File: src/rtl/brsp_pkg.sv
// Shared types and constants for the block reward penalty core.
package brsp_pkg;

   localparam int AmountWidth = 64;
   localparam int SizeWidth   = 32;
   localparam int ShiftWidth  = 7;
   localparam int ProdWidth   = 128;

   localparam logic [0:0] RegTotalSupply  = 1'd0;
   localparam logic [0:0] RegEmissionShift = 1'd1;

   localparam logic [7:0] FeePenaltyVersion = 8'd2;

   // classified item handed from the front end to the back end
   typedef struct packed {
      logic                   error;
      logic                   base_pen;
      logic                   fee_pen;
      logic [SizeWidth-1:0]   median;
      logic [63:0]            factor;
      logic [AmountWidth-1:0] base;
      logic [AmountWidth-1:0] fee;
   } job_type;

endpackage

File: src/rtl/brsp_front.sv
// Front end: checks bounds, computes base reward and penalty factor.
module brsp_front (
   input  logic                            clock,
   input  logic                            reset,
   input  logic [brsp_pkg::AmountWidth-1:0] total_supply,
   input  logic [brsp_pkg::ShiftWidth-1:0]  emission_shift,
   input  logic                            in_valid,
   output logic                            in_ready,
   input  logic [7:0]                      version,
   input  logic [brsp_pkg::SizeWidth-1:0]  median_bytes,
   input  logic [brsp_pkg::SizeWidth-1:0]  size_bytes,
   input  logic [brsp_pkg::AmountWidth-1:0] generated_coins,
   input  logic [brsp_pkg::AmountWidth-1:0] fee_amount,
   output logic                            out_valid,
   input  logic                            out_ready,
   output brsp_pkg::job_type               out_job
);
   logic              valid_ff, valid_in;
   brsp_pkg::job_type job_ff, job_in;
   logic [32:0] twice_med;
   logic [63:0] remain;
   logic        over;

   assign in_ready = !valid_ff || out_ready;
   assign out_valid = valid_ff;
   assign out_job = job_ff;

   always_comb begin
      twice_med = {median_bytes, 1'b0};
      remain = total_supply - generated_coins;
      over = size_bytes > median_bytes;
      job_in.error = (generated_coins > total_supply) || ({1'b0, size_bytes} > twice_med);
      job_in.median = median_bytes;
      job_in.factor = {32'd0, size_bytes} * ({31'd0, twice_med} - {32'd0, size_bytes});
      job_in.base = emission_shift[6] ? '0 : (remain >> emission_shift[5:0]);
      job_in.fee = fee_amount;
      job_in.base_pen = over && (job_in.base != '0);
      job_in.fee_pen = over && (version >= brsp_pkg::FeePenaltyVersion) && (fee_amount != '0);
      valid_in = in_ready ? in_valid : valid_ff;
   end

   always_ff @(posedge clock) begin
      if (reset) valid_ff <= 1'b0;
      else valid_ff <= valid_in;
      if (in_ready && in_valid) job_ff <= job_in;
   end
endmodule

File: config.mk
export PLATFORM = sky130hd
export DESIGN_NAME = brsp_front
export DESIGN_NICKNAME = d
export VERILOG_FILES = /design/src/rtl/brsp_pkg.sv /design/src/rtl/brsp_front.sv
export SDC_FILE = /design/constraint.sdc
export NUM_CORES = 2
export LEC_CHECK = 0
export ABC_AREA = 1
export BUFFER_PORTS_ARGS = -buffer_cell sky130_fd_sc_hd__buf_2
export CAP_MARGIN = 0
export CELL_PAD_IN_SITES_DETAIL_PLACEMENT = 0
export CELL_PAD_IN_SITES_GLOBAL_PLACEMENT = 1
export CORE_ASPECT_RATIO = 0.5
export CORE_UTILIZATION = 42
export CTS_CLUSTER_SIZE = 30
export DETAILED_ROUTE_END_ITERATION = 12
export GPL_TIMING_DRIVEN = 1
export PLACE_DENSITY_LB_ADDON = 0.05
export SLEW_MARGIN = 40
export SYNTH_ARGS = -nofsm -noshare
export SYNTH_HDL_FRONTEND = slang
export SYNTH_SLANG_ARGS = --single-unit
File: constraint.sdc
create_clock -name clock -period 13.1 [get_ports clock]
set_input_delay 0.655 -clock clock [delete_from_list [all_inputs] [get_ports clock]]
set_output_delay 0.655 -clock clock [all_outputs]
set_load 0.005 [all_outputs]
# Word-level counts from Yosys, hierarchy flattened
# Index checks and enable logic that the tools add are counted.
# op_classes
n_addsub	2
multipliers	1
n_div	0
n_lt_le_gt_ge	4
eq_ne	0
shift	1
mux	1
bitwise	0
reduce_logical	9
# op_table
operator	count
64-bit nonzero test	2
64-bit > comparator	1
33-bit by 34-bit multiplier with 64-bit output	1
64-bit two-way mux	1
64-bit by 6-bit >> shifter with 64-bit output	1
64-bit subtractor	1
33-bit by 32-bit subtractor with 34-bit output	1
32-bit by 33-bit > comparator with 1-bit output	1
32-bit > comparator	1
8-bit by 2-bit greater-or-equal comparator with 1-bit output, second input constant	1
1-bit logical AND	4
1-bit logical OR	2
1-bit zero test	1
# word_totals
regBits	228
latchBits	0
ramBits	0
mem_bits_ro	0
in_bits	275
n_memories	0

# Depth between registers and ports, before layout
# depth
word_depth	5
mapped_depth	53

# Least setup slack after synthesis
# No wires, ideal clock.
# synth_path
kind	input to register
startpoint	input port in_valid
endpoint	register job_ff (netlist bit out_job[0]), enable pin
setup_ps	889
arrival_time_ps	11588
t_required_ps	12211
setup_slack_ps	623
cell_stages	2
n_path_buf	0
cell_sequence	inv_1 a21oi_1
# synth_via
elab_chain_len	1
# synth_rtl
element	line	source
from (decl)	brsp_front.sv:7	input logic in_valid,
1-bit logical AND	brsp_front.sv:45	if (in_ready && in_valid) job_ff <= job_in;
to (signal assigned)	brsp_front.sv:45	
to (decl)	brsp_front.sv:19	brsp_pkg::job_type job_ff, job_in;
# Every way passes these cells.
# A chain may end at the register's enable or synchronous reset.

==> metrics <==
ys flop type edfxtp_1; Post-Synth XOR/XNOR Area 1.96%; Resize count post-CTS 0; synth unique cells 64; Num CTS Buffers 25; initial antenna violation count 4; f_max 88.6 MHz; CP endpoint kind register; DRC viols 0; clock-pin slew on the worst setup and hold paths 0.06 ns; largest net degree at the start of global routing 80; total of max-cap violations 0; Final Hold Vio Count 0; routed vias 49900; slowest CP cell fa_1; pin slew with the least headroom to its limit 0.866 ns; top-count cell post-synth inv_1; register bit total from synthesis 228; area of the multi-input gates 43200 sq um; CP required 13.48 ns; first-pass detailed-route iteration total 6; Setup-failing EPs final 0; worst hold path type in -> reg; Root Buffer Master clkbuf_16; CP Data Arrival Time 11.67 ns; status completed; largest family of logic cells by synthesized area adder cells; Avg Vias per Cell 5.13; post-synth top area share 38.0%; # hold bufs at CTS 0; GRT Util Overall 30.6%; Iteration-0 DRC Markers 3749; Post-synth EDFFs 227; Critical Path Source Type primary input; RSZ-0062 raised after global routing false; CTS sink cnt 228; Synth area leaders fa_1, edfxtp_1, inv_1; fraction of layout cells with a size suffix above 1 9.30%; Synth async-reset ratio 0%; number of buffers added on ports 502; Post-Syn Instances 7544; RePlAce Congestion 0.965; Synth Area in Simple Gates 23.7%; Slew headroom 42.2%; # Post-CTS Setup Buffers 0; core area 135000 sq um; clk_skew 0.0284 ns; Slew Viols, Final 0; initial cell density of the core 42.7%; crit-path max FO 13; Avg Synthesized Cell Area 7.66 sq um; register area 6840 sq um; die height 264 microns; Die W 527 microns; Setup TNS Final 0 ns; total number of H-tree levels 1; Die ar. 139000 sq um; global route overflow 0; Crit path top cell by count fa_1; YS warnings 0; Top Ports 504; syn_nets 9241; area delta synth->final 9.31%; Detailed Place HPWL 173000 microns; mux cell area share after synthesis 0.0346%; sequential fraction of the synthesis area 11.8%; Cell Area, Synth 57800 sq um; crit path time final 11.28 ns; Cell Rows 95; Synth Area in Compound Gates 3.93%; Synth top cells by count inv_1, nand2_1, fa_1; vias in the first global route 52000; antenna cells 0; slowest stage delay, CP 0.58 ns; final net count 9616; Antenna Nets Post-Route 0; global-route wire length before repair 320000 microns; CTS Buffer Depth 3; wire length per cell 21.3 microns; fill cell count 14200; period utilization 86.1%; area leader, netlist fa_1; post-synthesis adder-cell area fraction 45.0%; wirelength, routed 208000 microns; CTS tree done; critical path class in -> reg; Clk Latency, worst-skew pair 0.64 ns
[through the flow]
stage	util, %	hold slack (ns)	std cells	area [sq um]	setup WS, ns
2_1_floorplan	-	0.507	7544	57800	0.623
3_3_place_gp	46.0	0.540	9684	62300	1.34
3_5_place_dp	46.0	0.533	9684	62300	1.34
4_1_cts	46.6	0.143	9730	63200	1.98
5_1_grt	46.7	0.165	9732	63200	1.25
6_report	46.7	0.182	9732	63200	1.82
[registers in the layout, indices dropped and copies added (netlist names)]
register / count
out_job: 227
out_valid: 1
[layout make-up]
cell class / instances / share of cell area [%]
multi-input cells: 5275 / 68.4
flip-flops and latches: 228 / 10.8
inverters: 1760 / 10.5
repair buffers: 629 / 5.54
well taps: 1794 / 3.55
clock buffers: 28 / 1.01
clock inverters: 18 / 0.285
[per-layer routing]
layer	track usage (%)	wire length, microns	up-vias	share of wire [%]
met4	9.28	7630	2	3.7
met5	0	11	-	0.0053
met3	3.44	11900	299	5.7
met1	40.0	86900	24800	42
met2	53.1	101000	1434	49
li1	-	-	23400	-
[placed cells by master, fill, tap and decap left out, drive strengths merged, types with 8 or more instances in the layout]
master  netlist  routed
edfxtp      227     227
nor2        900     900
o21bai       10      10
ha          324     324
o211ai        8       8
xnor2        47      47
or2          20      20
o21ai       109     109
a21o          9       9
a31oi        21      21
inv        1744    1752
xor2         77      77
a21boi        8       8
a21oi       208     208
clkinv       16      23
buf          64     629
nor4         26      26
nand3       672     672
nand4        49      49
clkbuf      217      28
nor3         29      29
fa         1098    1098
nand2      1615    1615
[final timing paths]
kind	startpoint	to	slack, ns	cells after the start
worst max-delay path	size_bytes[2]	out_job[185]	1.82	44
worst min-delay path	reset	out_valid	0.18	2
worst max register to register	out_valid	out_job[223]	10.90	3
worst min register to register	out_valid	out_valid	0.54	2
[critical path, delay by kind of cell]
family / cells / cell delay, ns
AO/OA/AOI/OAI: 14 / 2.59
XOR/XNOR: 1 / 0.13
adder cells (fa/ha/maj): 10 / 4.75
buffers and inverters: 9 / 1.33
AND/OR/NAND/NOR: 10 / 2.17
[kinds of logic (layout without fill, tap and decap cells)]
| kind of cell | count (synthesis) | after routing |
|---|---|---|
| buf+inv | 2041 | 2435 |
| flops | 228 | 228 |
| simple gates | 3326 | 3326 |
| mux | 2 | 2 |
| fa+ha+maj | 1422 | 1422 |
| xor+xnor | 124 | 124 |
| compound gates | 401 | 401 |
Power is left out: the tool's default activity adds up to more than one toggle a clock period on the data nets, which glitch-free logic cannot reach.
