==> src/rtl/brsp_pkg.sv <==
// Shared types and constants for the block reward penalty core.
package brsp_pkg;

   localparam int AmountWidth = 64;
   localparam int SizeWidth   = 32;
   localparam int ShiftWidth  = 7;
   localparam int ProdWidth   = 128;

   localparam logic [0:0] RegTotalSupply  = 1'd0;
   localparam logic [0:0] RegEmissionShift = 1'd1;

   localparam logic [7:0] FeePenaltyVersion = 8'd2;

   // classified item handed from the front end to the back end
   typedef struct packed {
      logic                   error;
      logic                   base_pen;
      logic                   fee_pen;
      logic [SizeWidth-1:0]   median;
      logic [63:0]            factor;
      logic [AmountWidth-1:0] base;
      logic [AmountWidth-1:0] fee;
   } job_type;

endpackage

==> src/rtl/brsp_queue.sv <==
// Short FIFO between front and back ends.
module brsp_queue #(
   parameter int Depth = 4
) (
   input  logic              clock,
   input  logic              reset,
   input  logic              in_valid,
   output logic              in_ready,
   input  brsp_pkg::job_type in_job,
   output logic              out_valid,
   input  logic              out_ready,
   output brsp_pkg::job_type out_job
);
   localparam int Aw = $clog2(Depth);
   brsp_pkg::job_type mem_ff [Depth];
   logic [Aw-1:0] wr_ff, wr_in, rd_ff, rd_in;
   logic [Aw:0]   cnt_ff, cnt_in;
   logic push, pop;

   assign in_ready = cnt_ff != Depth[Aw:0];
   assign out_valid = cnt_ff != '0;
   assign out_job = mem_ff[rd_ff];
   assign push = in_valid && in_ready;
   assign pop = out_valid && out_ready;

   always_comb begin
      wr_in = push ? ((wr_ff == Aw'(Depth-1)) ? '0 : wr_ff + 1'b1) : wr_ff;
      rd_in = pop ? ((rd_ff == Aw'(Depth-1)) ? '0 : rd_ff + 1'b1) : rd_ff;
      cnt_in = cnt_ff + {{Aw{1'b0}}, push} - {{Aw{1'b0}}, pop};
   end

   always_ff @(posedge clock) begin
      if (reset) begin
         wr_ff <= '0;
         rd_ff <= '0;
         cnt_ff <= '0;
      end else begin
         wr_ff <= wr_in;
         rd_ff <= rd_in;
         cnt_ff <= cnt_in;
      end
      if (push) mem_ff[wr_ff] <= in_job;
   end
endmodule

==> config.mk <==
export PLATFORM = sky130hd
export DESIGN_NAME = brsp_queue
export DESIGN_NICKNAME = d
export VERILOG_FILES = /design/src/rtl/brsp_pkg.sv /design/src/rtl/brsp_queue.sv
export SDC_FILE = /design/constraint.sdc
export NUM_CORES = 1
export LEC_CHECK = 0
export BUFFER_PORTS_ARGS = -buffer_cell sky130_fd_sc_hd__buf_4
export CAP_MARGIN = 40
export CORE_MARGIN = 2
export CORE_UTILIZATION = 57
export CTS_CLUSTER_DIAMETER = 120
export CTS_CLUSTER_SIZE = 24
export DETAILED_ROUTE_END_ITERATION = 12
export HOLD_SLACK_MARGIN = 0.15
export PLACE_DENSITY_LB_ADDON = 0.08
export SKIP_CTS_REPAIR_TIMING = 1
export SYNTH_ARGS = -nofsm -noshare
export SYNTH_HDL_FRONTEND = slang
export SYNTH_SLANG_ARGS = --single-unit
export TNS_END_PERCENT = 100
==> constraint.sdc <==
create_clock -name clock -period 8.45 [get_ports clock]
set_input_delay 1.2675 -clock clock [delete_from_list [all_inputs] [get_ports clock]]
set_output_delay 1.2675 -clock clock [all_outputs]
set_load 0.005 [all_outputs]
# Yosys cells after proc, flatten, opt, wreduce, memory -nomap -nowiden
# Memories as Yosys holds them, arrays and structs flattened. A register that Yosys moved wholly into a read port is not among the register bits.
# Index checks and enable logic that the tools add are counted.
# totals
ff_bits	7
ramBits	908
inputBits	231
out_inout_bits	229
n_memories	1
# op_classes
addsub	4
eq_ne	3
muxes	6
n_reduce_logical	3
# memory_table
memory	words	width	read_ports	rd_clocked_by_memory_dff	write_ports	line_no	text
mem_ff	4	227	1	1	1	brsp_queue.sv:15	brsp_pkg::job_type mem_ff [Depth];
# op_table
operator	n
$mux W2	4
$add A2 B1 Y2 const B	2
$eq A2 B2 Y1 const B	2
$add A3 B1 Y3	1
$ne A3 B3 Y1 const B	1
$reduce_bool A3 Y1	1
$sub A3 B1 Y3	1
$logic_and A1 B1 Y1	2
$mux W1	2

# Logic depth before layout (Yosys ltp)
# depth
word_depth	4
ltp_mapped	11
mapped_depth_nobuf	10

# Worst setup path before layout
# OpenSTA, ideal clock, no wires.
# synth_path
kind	input-to-reg
startpoint	in in_valid
endpoint	mem mem_ff[2][0] in the netlist's numbering, enable pin
setup_ns	0.617
arrival_time_ns	6.495
t_required_ns	7.833
setup_slack_ns	1.338
cell_stages	1
path_buffers	0
path_cell_list	and3_1
# synth_between
elab_chain_cells	3
# synth_lines
element	line_no	text
start: declaration	brsp_queue.sv:7	input logic in_valid,
$logic_and A1 B1 Y1	brsp_queue.sv:23	assign push = in_valid && in_ready;
$mux W1	brsp_queue.sv:42	if (push) mem_ff[wr_ff] <= in_job;
$mux W1 (implied by the code)	brsp_queue.sv:42	
end: declaration	brsp_queue.sv:15	
# No other way between the ends.

==> impl_metrics.toml <==
[clocking]
cts-buffers-inserted = 44
cts_tree = "built"
numClockSinks = 917
clock_tree.root_cell = "clkbuf_16"
cts_buffer_depth = 3
clk_pin_slew_ns = 0.09
worstSkewPairLatency_ns = 0.60
htreeDepth = 2

[timing]
period_minus_slack_ns = 4.28
setup_viol = 0
fmax_mhz = 234
whs_ns = 0.500
rsz0062_at_grt = "no"
tightest_slew_ns = 1.04
slew_headroom = 0.306
finalSetupTns_ns = 0
finClkSkew_ns = 0.0290
slew_viol_final = 0
period_share = 0.506
hold_viol_final = 0

[power]
power_density_nw_per_um2 = 274
power_leakage_uw = 0.0127
power.total_uw = 10600
peakVddDrop_v = 0.000231

[drt]
drt_first_pass_iters = 6
wl_met3_um = 5410
wl_met1_um = 24700
ant_nets = 0
drtIter0Drc = 1082
post_drt_via_cell_ratio = 5.79
routed.top_layer = "met5"
vias = 14400
route.detailed.drc = 0
routed_wl_um = 64100
wl_met2_um = 32400
wl_per_cell_um = 25.7

[floorplanning]
dieArea_um2 = 60100
rows = 88
start_util = 0.575
fp.dieH_um = 245
core_area_um2 = 57600
fp.dieW_um = 245
ios = 460

[setup_path]
r2r_setup_slack_ns = 5.69
start_kind = "flop"
cp_max_fo = 115
arrival_ns = 3.01
r2r_cells = 3
worstSetupEndpointType = "output pin"
worstReg2RegStart = "cnt_ff[1]$_SDFF_PP0_"
crit_required_ns = 7.18
crit_type = "flop to output pin"
reg2reg_to = "mem_ff[0][27]$_DFFE_PP_"

[status]
outcome = "complete, no violations"

[yosys]
ys_seq_area_frac = 0.828
synth.avg_cell_area_um2 = 26.9
yosysMostFrequentCell = "edfxtp_1"
synth-edff-count = 908
syn_nets = 1473
ys_seq_elements = 917
synth_cells = 1234
synth_warnings = 0
synth_cell_types = 26
synth_area_leaders = "edfxtp_1 (82%), mux4_2 (15%), dfxtp_1 (0.54%)"
synth-main-ff-cell = "edfxtp_1"
netlist_area_um2 = 33100
ys_async_sr_fraction = 0
synth_top_area_cell = "edfxtp_1"
synth_top_cells_by_count = "edfxtp_1 (908), mux4_2 (227), buf_2 (26)"
synth_top_area_frac = 0.823

[placement]
gp_congestion = 0.749
dpl.hpwl_um = 39200
io_buffer_count = 459

[finish]
area_growth_pct = 17.1
final_layout_size_suffix_gt1_frac = 0.439
final_nets = 1944
fillers = 3612
postLayoutCoreUtil = 0.674

[hold_path]
hold_depth = 2
hold_path.class = "flop to flop"
min-delay-start = "rd_ff[0]$_SDFFE_PP0N_"

[flow_run]
maxCapViolCount = 0

[global_route]
grt_max_degree = 131
first_global_vias = 15000
grt_usage = 0.214
grt_pass1_wl_um = 94600
antenna_found_initial = 10
overflow = 0
==> final cells by class <==
cell class	instances	area [um2]	share of cell area
Clock buffer	63	1190	0.0308
Antenna cell	3	7.51	0.000194
Inverter	5	18.8	0.000484
Sequential cell	917	27500	0.708
Clock inverter	1	20.0	0.000516
Tap cell	765	957	0.0247
Timing Repair Buffer	477	3740	0.0964
Multi-Input combinational cell	260	5400	0.139
==> metrics by stage <==
step / area [um2] / setup slack, ns / std cells
after floorplan: 33100 / 1.34 / 1234
after global placement: 37400 / 4.67 / 2419
after detailed placement: 37600 / 4.70 / 2424
after CTS: 38800 / 4.03 / 2488
after global routing: 38800 / 3.92 / 2491
final: 38800 / 4.17 / 2491
==> worst max path at each step <==
| stage | endpoint | slack (ns) |
|---|---|---|
| global placement | out_job[138] | 4.67 |
| detailed placement | out_job[140] | 4.70 |
| CTS | out_job[110] | 4.03 |
| global route | out_job[138] | 3.92 |
| finish | out_job[138] | 4.17 |
| floorplan | mem_ff[2][0]$_DFFE_PP_ | 1.34 |
==> registers in the layout, indices dropped and copies added (netlist names), named ones only <==
| name | count |
|---|---|
| mem_ff | 908 |
| wr_ff | 2 |
| cnt_ff | 3 |
| rd_ff | 2 |
==> critical path: stages, from the launching register on <==
cell and delay (ns):
dfxtp_4 0.73, buf_12 0.74, mux4_2 0.63, buf_4 0.16
==> metal layers <==
metal / vias up / GRT usage
met1: 7676 / 0.284
met3: 94 / 0.0672
met2: 392 / 0.347
li1: 6253 / -
met5: - / 0
met4: 14 / 0.0599
==> power by group <==
part	internal [uW]	leakage, uW	switching (uW)	total (uW)
logic	1420	0.00369	1200	2620
registers	5570	0.00839	146	5720
clock network	992	0.000586	1280	2270
total	7980	0.0127	2630	10600
==> cells in the final DEF, fill, tap and decap left out <==
| cell | netlist | routed |
|---|---|---|
| edfxtp_1 | 908 | 908 |
| buf_4 | 10 | 466 |
| mux4_2 | 227 | 227 |
| clkbuf_16 | 0 | 45 |
| clkbuf_1 | 3 | 18 |
| buf_12 | 0 | 8 |
| ha_1 | 7 | 7 |
| dfxtp_1 | 9 | 7 |
| inv_1 | 5 | 5 |
| and3_4 | 0 | 4 |
| diode_2 | 0 | 3 |
| or3_1 | 3 | 3 |
| nor2_1 | 3 | 3 |
| buf_16 | 0 | 3 |
| nand2_1 | 2 | 2 |
| mux2i_1 | 2 | 2 |
| nand2b_1 | 2 | 2 |
| dfxtp_4 | 0 | 2 |
| or3b_1 | 1 | 1 |
| o31ai_1 | 1 | 1 |
| nor2b_1 | 1 | 1 |
| a211o_1 | 1 | 1 |
| o21ai_1 | 1 | 1 |
| a21oi_1 | 1 | 1 |
| xor2_1 | 1 | 1 |
| and2_1 | 1 | 1 |
| nor3_1 | 1 | 1 |
| fa_1 | 1 | 1 |
| inv_16 | 0 | 1 |
==> kinds of logic after synthesis <==
family	Yosys count	synth area share
AND/OR/NAND/NOR	18	0.00306
AO/OA/AOI/OAI	4	0.000793
buffers and inverters	57	0.00948
XOR/XNOR	1	0.000264
multiplexers	229	0.155
adder cells (fa/ha/maj)	8	0.00325
flip-flops	917	0.828
(Power assumes the default switching activity.)
